`src/design/md5sh_pkg.sv`:
```
// Shared types, constants and round tables of the MD5 stream hasher.
// Depends on nothing; used by md5sh_core and md5_stream_hasher_unit.
package md5sh_pkg;

  localparam int unsigned BufWords   = 16;
  localparam int unsigned BufAddrW   = 4;
  localparam logic [31:0] IvA        = 32'h67452301;
  localparam logic [31:0] IvB        = 32'hefcdab89;
  localparam logic [31:0] IvC        = 32'h98badcfe;
  localparam logic [31:0] IvD        = 32'h10325476;
  localparam logic [7:0]  PadMark    = 8'h80;
  localparam logic [5:0]  LenOffset  = 6'd56;
  localparam logic [5:0]  BlockLast  = 6'd63;
  localparam logic [5:0]  RoundLast  = 6'd63;

  typedef enum logic [2:0] {
    ST_IDLE,
    ST_MARK,
    ST_ZERO,
    ST_LEN,
    ST_LOAD,
    ST_ROUND,
    ST_FOLD,
    ST_EMIT
  } seq_state_t;

  typedef struct packed {
    logic       init_work;
    logic       round_en;
    logic [5:0] rnd;
    logic       fold;
    logic       restart;
  } core_ctl_t;

  function automatic logic [31:0] round_k(input logic [5:0] r);
    logic [31:0] k;
    unique case (r)
      6'd0:  k = 32'hd76aa478;  6'd1:  k = 32'he8c7b756;
      6'd2:  k = 32'h242070db;  6'd3:  k = 32'hc1bdceee;
      6'd4:  k = 32'hf57c0faf;  6'd5:  k = 32'h4787c62a;
      6'd6:  k = 32'ha8304613;  6'd7:  k = 32'hfd469501;
      6'd8:  k = 32'h698098d8;  6'd9:  k = 32'h8b44f7af;
      6'd10: k = 32'hffff5bb1;  6'd11: k = 32'h895cd7be;
      6'd12: k = 32'h6b901122;  6'd13: k = 32'hfd987193;
      6'd14: k = 32'ha679438e;  6'd15: k = 32'h49b40821;
      6'd16: k = 32'hf61e2562;  6'd17: k = 32'hc040b340;
      6'd18: k = 32'h265e5a51;  6'd19: k = 32'he9b6c7aa;
      6'd20: k = 32'hd62f105d;  6'd21: k = 32'h02441453;
      6'd22: k = 32'hd8a1e681;  6'd23: k = 32'he7d3fbc8;
      6'd24: k = 32'h21e1cde6;  6'd25: k = 32'hc33707d6;
      6'd26: k = 32'hf4d50d87;  6'd27: k = 32'h455a14ed;
      6'd28: k = 32'ha9e3e905;  6'd29: k = 32'hfcefa3f8;
      6'd30: k = 32'h676f02d9;  6'd31: k = 32'h8d2a4c8a;
      6'd32: k = 32'hfffa3942;  6'd33: k = 32'h8771f681;
      6'd34: k = 32'h6d9d6122;  6'd35: k = 32'hfde5380c;
      6'd36: k = 32'ha4beea44;  6'd37: k = 32'h4bdecfa9;
      6'd38: k = 32'hf6bb4b60;  6'd39: k = 32'hbebfbc70;
      6'd40: k = 32'h289b7ec6;  6'd41: k = 32'heaa127fa;
      6'd42: k = 32'hd4ef3085;  6'd43: k = 32'h04881d05;
      6'd44: k = 32'hd9d4d039;  6'd45: k = 32'he6db99e5;
      6'd46: k = 32'h1fa27cf8;  6'd47: k = 32'hc4ac5665;
      6'd48: k = 32'hf4292244;  6'd49: k = 32'h432aff97;
      6'd50: k = 32'hab9423a7;  6'd51: k = 32'hfc93a039;
      6'd52: k = 32'h655b59c3;  6'd53: k = 32'h8f0ccc92;
      6'd54: k = 32'hffeff47d;  6'd55: k = 32'h85845dd1;
      6'd56: k = 32'h6fa87e4f;  6'd57: k = 32'hfe2ce6e0;
      6'd58: k = 32'ha3014314;  6'd59: k = 32'h4e0811a1;
      6'd60: k = 32'hf7537e82;  6'd61: k = 32'hbd3af235;
      6'd62: k = 32'h2ad7d2bb;  6'd63: k = 32'heb86d391;
      default: k = 32'h0;
    endcase
    return k;
  endfunction

  // Rotate amount, indexed by {round group, round mod 4}.
  function automatic logic [4:0] round_s(input logic [5:0] r);
    logic [4:0] s;
    unique case ({r[5:4], r[1:0]})
      4'd0:  s = 5'd7;   4'd1:  s = 5'd12;  4'd2:  s = 5'd17;  4'd3:  s = 5'd22;
      4'd4:  s = 5'd5;   4'd5:  s = 5'd9;   4'd6:  s = 5'd14;  4'd7:  s = 5'd20;
      4'd8:  s = 5'd4;   4'd9:  s = 5'd11;  4'd10: s = 5'd16;  4'd11: s = 5'd23;
      4'd12: s = 5'd6;   4'd13: s = 5'd10;  4'd14: s = 5'd15;  4'd15: s = 5'd21;
      default: s = 5'd0;
    endcase
    return s;
  endfunction

  // Message word index used by a round.
  function automatic logic [BufAddrW-1:0] round_g(input logic [5:0] r);
    logic [BufAddrW-1:0] rl;
    logic [BufAddrW-1:0] g;
    rl = r[BufAddrW-1:0];
    unique case (r[5:4])
      2'd0: g = rl;
      2'd1: g = BufAddrW'({rl, 2'b00} + rl + 4'd1);
      2'd2: g = BufAddrW'({rl, 1'b0} + rl + 4'd5);
      2'd3: g = BufAddrW'({rl, 3'b000} - rl);
      default: g = rl;
    endcase
    return g;
  endfunction

endpackage

```
`src/design/md5sh_ram.sv`:
```
// Generic simple dual-port RAM, one write port and one registered read port.
// Stands alone; holds the message block buffer of the hasher.
module md5sh_ram #(
  parameter int unsigned WIDTH = 32,
  parameter int unsigned DEPTH = 16
) (
  input  logic                     clk,
  input  logic                     we,
  input  logic [$clog2(DEPTH)-1:0] waddr,
  input  logic [WIDTH-1:0]         wdata,
  input  logic [$clog2(DEPTH)-1:0] raddr,
  output logic [WIDTH-1:0]         rdata
);

  logic [WIDTH-1:0] mem_r [DEPTH];
  logic [WIDTH-1:0] rdata_r;

  always_ff @(posedge clk) begin
    if (we) begin
      mem_r[waddr] <= wdata;
    end
    rdata_r <= mem_r[raddr];
  end

  assign rdata = rdata_r;

endmodule

```
`src/design/md5sh_core.sv`:
```
// MD5 round datapath: chaining words, working words and one shared round unit.
// Depends on md5sh_pkg for control struct and round tables.
module md5sh_core (
  input  logic                  clk,
  input  logic                  rst_n,
  input  md5sh_pkg::core_ctl_t  ctl,
  input  logic [31:0]           msg_word,
  output logic [31:0]           chain0,
  output logic [31:0]           chain1,
  output logic [31:0]           chain2,
  output logic [31:0]           chain3
);

  logic [31:0] ch_a_r, ch_b_r, ch_c_r, ch_d_r;
  logic [31:0] a_r, b_r, c_r, d_r;
  logic [31:0] f_val, t_val, rot_val;
  logic [63:0] rot_wide;

  always_comb begin
    unique case (ctl.rnd[5:4])
      2'd0: f_val = (b_r & c_r) | (~b_r & d_r);
      2'd1: f_val = (d_r & b_r) | (~d_r & c_r);
      2'd2: f_val = b_r ^ c_r ^ d_r;
      2'd3: f_val = c_r ^ (b_r | ~d_r);
      default: f_val = '0;
    endcase
    t_val    = f_val + a_r + md5sh_pkg::round_k(ctl.rnd) + msg_word;
    rot_wide = {t_val, t_val} << md5sh_pkg::round_s(ctl.rnd);
    rot_val  = rot_wide[63:32];
  end

  // Working words: load from chain, then advance one round per enabled cycle.
  always_ff @(posedge clk) begin
    if (ctl.init_work) begin
      a_r <= ch_a_r;
      b_r <= ch_b_r;
      c_r <= ch_c_r;
      d_r <= ch_d_r;
    end else if (ctl.round_en) begin
      a_r <= d_r;
      d_r <= c_r;
      c_r <= b_r;
      b_r <= b_r + rot_val;
    end
  end

  always_ff @(posedge clk) begin
    if (!rst_n || ctl.restart) begin
      ch_a_r <= md5sh_pkg::IvA;
      ch_b_r <= md5sh_pkg::IvB;
      ch_c_r <= md5sh_pkg::IvC;
      ch_d_r <= md5sh_pkg::IvD;
    end else if (ctl.fold) begin
      ch_a_r <= ch_a_r + a_r;
      ch_b_r <= ch_b_r + b_r;
      ch_c_r <= ch_c_r + c_r;
      ch_d_r <= ch_d_r + d_r;
    end
  end

  assign chain0 = ch_a_r;
  assign chain1 = ch_b_r;
  assign chain2 = ch_c_r;
  assign chain3 = ch_d_r;

endmodule

```
`src/design/md5_stream_hasher_unit.sv`:
```
// Top level of the MD5 stream hasher: byte packer, padding sequencer, digest out.
// Depends on md5sh_pkg, md5sh_ram and md5sh_core.
//
//  channel | signals                                               | direction
//  --------+-------------------------------------------------------+------------
//  in      | in_valid in_ready in_data_byte in_byte_valid in_last  | input beat
//  out     | out_valid out_ready out_digest_word out_word_index    | result beat
//
// The out row also carries out_last_word.
//
// Every 64th byte starts a compression: a prefetch of the first message
// word from the buffer RAM, 64 rounds through the single round unit (one
// round per cycle), and a fold step. A last beat then pushes padding bytes
// one per cycle outside compressions (0x80, zeros up to offset 56, a pause
// without a push, then eight length bytes), with one or two compressions,
// and emits four digest beats. in_ready is high only while idle; out_valid
// holds each digest word until out_ready. Reset (rst_n low, synchronous)
// restores the initial chaining words and clears the fill index and bit
// count.
module md5_stream_hasher_unit (
  input  logic        clk,
  input  logic        rst_n,
  input  logic        in_valid,
  output logic        in_ready,
  input  logic [7:0]  in_data_byte,
  input  logic        in_byte_valid,
  input  logic        in_last,
  output logic        out_valid,
  input  logic        out_ready,
  output logic [31:0] out_digest_word,
  output logic [1:0]  out_word_index,
  output logic        out_last_word
);

  md5sh_pkg::seq_state_t state_r, state_nxt;
  md5sh_pkg::seq_state_t ret_r, ret_nxt;
  md5sh_pkg::core_ctl_t  ctl;

  logic [5:0]  fill_r, fill_nxt;
  logic [63:0] bits_r, bits_nxt;
  logic [23:0] pack_r, pack_nxt;
  logic [5:0]  rnd_r, rnd_nxt;
  logic [2:0]  len_cnt_r, len_cnt_nxt;
  logic [1:0]  idx_r, idx_nxt;

  logic        push;
  logic [7:0]  push_byte;
  logic        buf_we;
  logic [31:0] buf_wdata;
  logic [md5sh_pkg::BufAddrW-1:0] buf_raddr;
  logic [31:0] buf_rdata;
  logic [31:0] chain0, chain1, chain2, chain3;

  md5sh_ram #(
    .WIDTH(32),
    .DEPTH(md5sh_pkg::BufWords)
  ) u_buf (
    .clk   (clk),
    .we    (buf_we),
    .waddr (fill_r[5:2]),
    .wdata (buf_wdata),
    .raddr (buf_raddr),
    .rdata (buf_rdata)
  );

  md5sh_core u_core (
    .clk      (clk),
    .rst_n    (rst_n),
    .ctl      (ctl),
    .msg_word (buf_rdata),
    .chain0   (chain0),
    .chain1   (chain1),
    .chain2   (chain2),
    .chain3   (chain3)
  );

  // Pack bytes little-endian; write a whole word on every fourth byte.
  assign buf_we    = push && (fill_r[1:0] == 2'd3);
  assign buf_wdata = {push_byte, pack_r};

  always_comb begin
    state_nxt   = state_r;
    ret_nxt     = ret_r;
    rnd_nxt     = rnd_r;
    len_cnt_nxt = len_cnt_r;
    idx_nxt     = idx_r;
    bits_nxt    = bits_r;
    push        = 1'b0;
    push_byte   = '0;
    buf_raddr   = md5sh_pkg::round_g(rnd_r + 6'd1);
    in_ready    = 1'b0;
    out_valid   = 1'b0;
    ctl         = '0;
    ctl.rnd     = rnd_r;

    unique case (state_r)
      md5sh_pkg::ST_IDLE: begin
        in_ready = 1'b1;
        if (in_valid) begin
          if (in_byte_valid) begin
            push      = 1'b1;
            push_byte = in_data_byte;
            bits_nxt  = bits_r + 64'd8;
          end
          if (in_byte_valid && (fill_r == md5sh_pkg::BlockLast)) begin
            state_nxt = md5sh_pkg::ST_LOAD;
            ret_nxt   = in_last ? md5sh_pkg::ST_MARK : md5sh_pkg::ST_IDLE;
          end else if (in_last) begin
            state_nxt = md5sh_pkg::ST_MARK;
          end
        end
      end
      md5sh_pkg::ST_MARK: begin
        push        = 1'b1;
        push_byte   = md5sh_pkg::PadMark;
        len_cnt_nxt = '0;
        if (fill_r == md5sh_pkg::BlockLast) begin
          state_nxt = md5sh_pkg::ST_LOAD;
          ret_nxt   = md5sh_pkg::ST_ZERO;
        end else begin
          state_nxt = md5sh_pkg::ST_ZERO;
        end
      end
      md5sh_pkg::ST_ZERO: begin
        if (fill_r == md5sh_pkg::LenOffset) begin
          state_nxt = md5sh_pkg::ST_LEN;
        end else begin
          push = 1'b1;
          if (fill_r == md5sh_pkg::BlockLast) begin
            state_nxt = md5sh_pkg::ST_LOAD;
            ret_nxt   = md5sh_pkg::ST_ZERO;
          end
        end
      end
      md5sh_pkg::ST_LEN: begin
        // Length bytes go out least significant first.
        push        = 1'b1;
        push_byte   = bits_r[{len_cnt_r, 3'b000} +: 8];
        len_cnt_nxt = len_cnt_r + 3'd1;
        if (fill_r == md5sh_pkg::BlockLast) begin
          state_nxt = md5sh_pkg::ST_LOAD;
          ret_nxt   = md5sh_pkg::ST_EMIT;
        end
      end
      md5sh_pkg::ST_LOAD: begin
        // Prefetch the first round's word while loading the working words.
        ctl.init_work = 1'b1;
        buf_raddr     = md5sh_pkg::round_g(6'd0);
        rnd_nxt       = '0;
        state_nxt     = md5sh_pkg::ST_ROUND;
      end
      md5sh_pkg::ST_ROUND: begin
        ctl.round_en = 1'b1;
        rnd_nxt      = rnd_r + 6'd1;
        if (rnd_r == md5sh_pkg::RoundLast) begin
          state_nxt = md5sh_pkg::ST_FOLD;
        end
      end
      md5sh_pkg::ST_FOLD: begin
        ctl.fold  = 1'b1;
        idx_nxt   = '0;
        state_nxt = ret_r;
      end
      md5sh_pkg::ST_EMIT: begin
        out_valid = 1'b1;
        if (out_ready) begin
          idx_nxt = idx_r + 2'd1;
          if (idx_r == 2'd3) begin
            // Drop back to the initial chain for the next message.
            ctl.restart = 1'b1;
            bits_nxt    = '0;
            state_nxt   = md5sh_pkg::ST_IDLE;
          end
        end
      end
      default: state_nxt = md5sh_pkg::ST_IDLE;
    endcase

    fill_nxt = push ? fill_r + 6'd1 : fill_r;
    pack_nxt = push ? {push_byte, pack_r[23:8]} : pack_r;
  end

  always_ff @(posedge clk) begin
    if (!rst_n) begin
      state_r   <= md5sh_pkg::ST_IDLE;
      ret_r     <= md5sh_pkg::ST_IDLE;
      fill_r    <= '0;
      bits_r    <= '0;
      rnd_r     <= '0;
      len_cnt_r <= '0;
      idx_r     <= '0;
    end else begin
      state_r   <= state_nxt;
      ret_r     <= ret_nxt;
      fill_r    <= fill_nxt;
      bits_r    <= bits_nxt;
      rnd_r     <= rnd_nxt;
      len_cnt_r <= len_cnt_nxt;
      idx_r     <= idx_nxt;
    end
  end

  always_ff @(posedge clk) begin
    pack_r <= pack_nxt;
  end

  always_comb begin
    unique case (idx_r)
      2'd0: out_digest_word = chain0;
      2'd1: out_digest_word = chain1;
      2'd2: out_digest_word = chain2;
      2'd3: out_digest_word = chain3;
      default: out_digest_word = chain0;
    endcase
  end

  assign out_word_index = idx_r;
  assign out_last_word  = (idx_r == 2'd3);

endmodule
```
`config.mk`:
```
export PLATFORM = sky130hd
export DESIGN_NAME = md5_stream_hasher_unit
export DESIGN_NICKNAME = d
export VERILOG_FILES = /design/src/design/md5sh_pkg.sv /design/src/design/md5sh_ram.sv /design/src/design/md5sh_core.sv /design/src/design/md5_stream_hasher_unit.sv
export SDC_FILE = /design/constraint.sdc
export NUM_CORES = 2
export LEC_CHECK = 0
export BUFFER_PORTS_ARGS = -buffer_cell sky130_fd_sc_hd__buf_4
export CAP_MARGIN = 10
export CELL_PAD_IN_SITES_DETAIL_PLACEMENT = 1
export CELL_PAD_IN_SITES_GLOBAL_PLACEMENT = 1
export CORE_UTILIZATION = 51
export CTS_BUF_LIST = sky130_fd_sc_hd__clkbuf_16
export DETAILED_ROUTE_END_ITERATION = 12
export PLACE_DENSITY = 0.87
export SETUP_SLACK_MARGIN = 0.02
export SYNTH_ARGS = -nofsm -noshare
export SYNTH_HDL_FRONTEND = slang
export SYNTH_SLANG_ARGS = --single-unit
```
`constraint.sdc`:
```
create_clock -name clk -period 10.9 [get_ports clk]
set_clock_uncertainty 0.1 [all_clocks]
set_input_delay 0.545 -clock clk [delete_from_list [all_inputs] [get_ports clk]]
set_output_delay 0.545 -clock clk [all_outputs]
set_load 0.01 [all_outputs]
```
==> run metrics <==
final setup TNS 0 ns; Syn Inst Count 5794; area leader, netlist edfxtp_1; Root Driver clkbuf_16; Synth Area per Inst 9.62 um2; vias in the first global route 49000; Pwr Density 127 nW/um2; first-pass GRT wire length 302 mm; Final Hold Viols 0; r2r setup slk 0.98 ns; core area 108000 um2; CP Capture Type flop; ANT nets after route 0; clock slew at reported path FFs 0.06 ns; DR pass1 iterations 8; Peak VDD IR 0.000153 V; Layout Utilization 56.5%; Post-CTS Setup Repair Bufs 0; Cell variety after synth 99; Ports 51; RSZ-0062 raised after global routing no; Endpoint, Worst Hold state_r[1]; layout cells sized above 1 7.44%; via count 47600; ys flop type edfxtp_1; top cells by area, synth edfxtp_1 (36%), dfxtp_1 (10%), nand2_1 (6.2%); Setup CP Type flop to flop; reg2reg end u_core.b_r[28]; worst min path class input pin to flop; IO Port Bufs 50; Setup Viol. Count Final 0; final period utilization 91.0%; Multi-input gate area 27900 um2; placed cell area 57300 um2; critical path peak fanout 52; Vias/cell 6.67; Cell Area, Synth 55800 um2; Antenna diodes 0; total congestion overflow 0; full die area 111000 um2; fin cells 7145; Lkg Pwr 23.2 nW; fmax 101 MHz; Async S/R FF share, synth 0%; Worst Tran Pin Value 1.45 ns; initial antenna violation count 8; syn_nets 6095; Max-Cap Viols 0; Max H-tree Level 3; die span in y 333 um; Routed WL 201 mm; Slowest-stage cell, CP dfxtp_4; Clock Path Buffers 3; Clock Sinks 945; Top reg by flops u_buf.mem_r; Die Wd 333 um; Critical Path RT 11.27 ns; area grow syn2layout 9.10%; Worst Min Path Start out_ready; WL per Instance 28.2 um; drt initial violations 5044; YS warnings 0; hold depth 4; Filler cells 11800; Post-synth EDFFs 664; final-stage net count 5958; Seq/Total Area, Yosys 45.8%; RePlAce Congestion 0.983; clock network latency to the later pin of the worst-skew pair 0.73 ns; r2r startpoint rnd_r[4]; post-DP HPWL 131 mm; Starting Density 51.8%; synthesis-stage register bit count 945; top cell type's share of synthesized area 35.8%; Post-CTS Resized 0; Placed Cells 6958; crit path DAT 10.28 ns; overall routing resource usage 35.7%; Rows 120; Max Slew Vio Count 0; status finished clean; CP max stage delay 0.80 ns; TritonCTS clock tree done; largest net degree at the start of global routing 201; DRC 0; R2R depth 32; register area 25600 um2; max reg flops 512; Final Critical Period 9.92 ns; worst relative slew slack 2.44%; Num CTS Buffers 99; Hold Buf Count CTS 0; Largest regs u_buf.mem_r: 512 flops, bits_r: 61 flops; fin area 60800 um2; critical path launch point type flop
cells in the mapped netlist, types with 77 or more instances:
library cell and count:
nand3_1 113, xnor2_1 102, xor2_1 133, a211oi_1 205, inv_1 294, mux2i_1 90, a31oi_1 130, o211ai_1 93
o21ai_0 292, ha_1 220, clkbuf_1 320, dfxtp_1 281, a21oi_1 413, and2_1 158, nor2_1 297, a21o_1 81
nand2_1 924, edfxtp_1 664, a311oi_1 77
logic make-up after synthesis:
logic type      after synthesis  share of synthesized area [%]
simple gates               1818                           14.7
mux                         148                           3.46
compound gates             1666                           19.9
xor+xnor                    236                           3.72
fa+ha+maj                   316                           7.86
flops                       945                           45.8
buf+inv                     665                           4.56
metrics by stage:
step	hold slack (ns)	setup slack [ns]	total power, W
6_report	0.140	0.984	0.00772
5_1_grt	0.159	0.213	0.00786
4_1_cts	0.0831	0.888	0.00773
3_5_place_dp	0.390	0.934	0.00409
3_3_place_gp	0.373	1.25	0.00408
2_1_floorplan	0.358	2.33	0.00403
power breakdown:
group | internal [W] | switching [W]
clock network | 0.00213 | 0.00158
registers | 0.00388 | 0.0000593
logic | 0.0000178 | 0.0000579
worst max-delay path by stage:
stage,startpoint,to,slack [ns],cells past startpoint
final,rnd_r[4],u_core.b_r[28],0.98,32
after global routing,rnd_r[4],u_core.b_r[28],0.21,32
after CTS,rnd_r[5],u_core.b_r[30],0.89,32
after detailed placement,rnd_r[5],u_core.b_r[28],0.93,32
after global placement,rnd_r[4],u_core.b_r[30],1.25,32
after floorplan,rnd_r[4],u_core.b_r[28],2.33,33
layout make-up:
type / instances / area share (%)
Tap cell: 1403 / 2.89
Sequential cell: 945 / 42.0
Multi-Input combinational cell: 4184 / 45.8
Clock inverter: 85 / 1.62
Inverter: 298 / 1.85
Timing Repair Buffer: 129 / 1.65
Clock buffer: 101 / 4.15
layout by cell type, fill, tap and decap left out, types with 35 or more instances in the layout:
cell and count:
nand2_1 920, edfxtp_1 664, a21oi_1 413, inv_1 301, nor2_1 285, o21ai_0 284, dfxtp_1 278, ha_1 218
a211oi_1 205, and2_1 155, xor2_1 133, a31oi_1 130, buf_4 126, nand3_1 112, xnor2_1 102, clkbuf_16 101
o211ai_1 93, mux2i_1 90, a21o_1 81, a311oi_1 77, fa_1 67, nor3_1 66, nand2b_1 57, o221ai_1 43
o21a_1 36, or3_1 36, and3_1 35
metal layers:
layer / track usage (%) / share of wire [%] / vias up
met2: 60.0 / 48 / 2169
li1: - / - / 20900
met3: 6.08 / 7.3 / 645
met4: 21.1 / 6.6 / 10
met1: 42.9 / 38 / 23900
met5: 0 / 0.031 / -
critical path, delay by kind of cell (launching register included):
family | cells | cell delay [ns]
compound gates | 16 | 4.05
fa+ha+maj | 5 | 2.05
mux | 5 | 1.08
flops | 1 | 0.80
simple gates | 3 | 0.78
buf+inv | 2 | 0.54
xor+xnor | 1 | 0.19
Note: power is estimated with default switching activity, not from simulation.
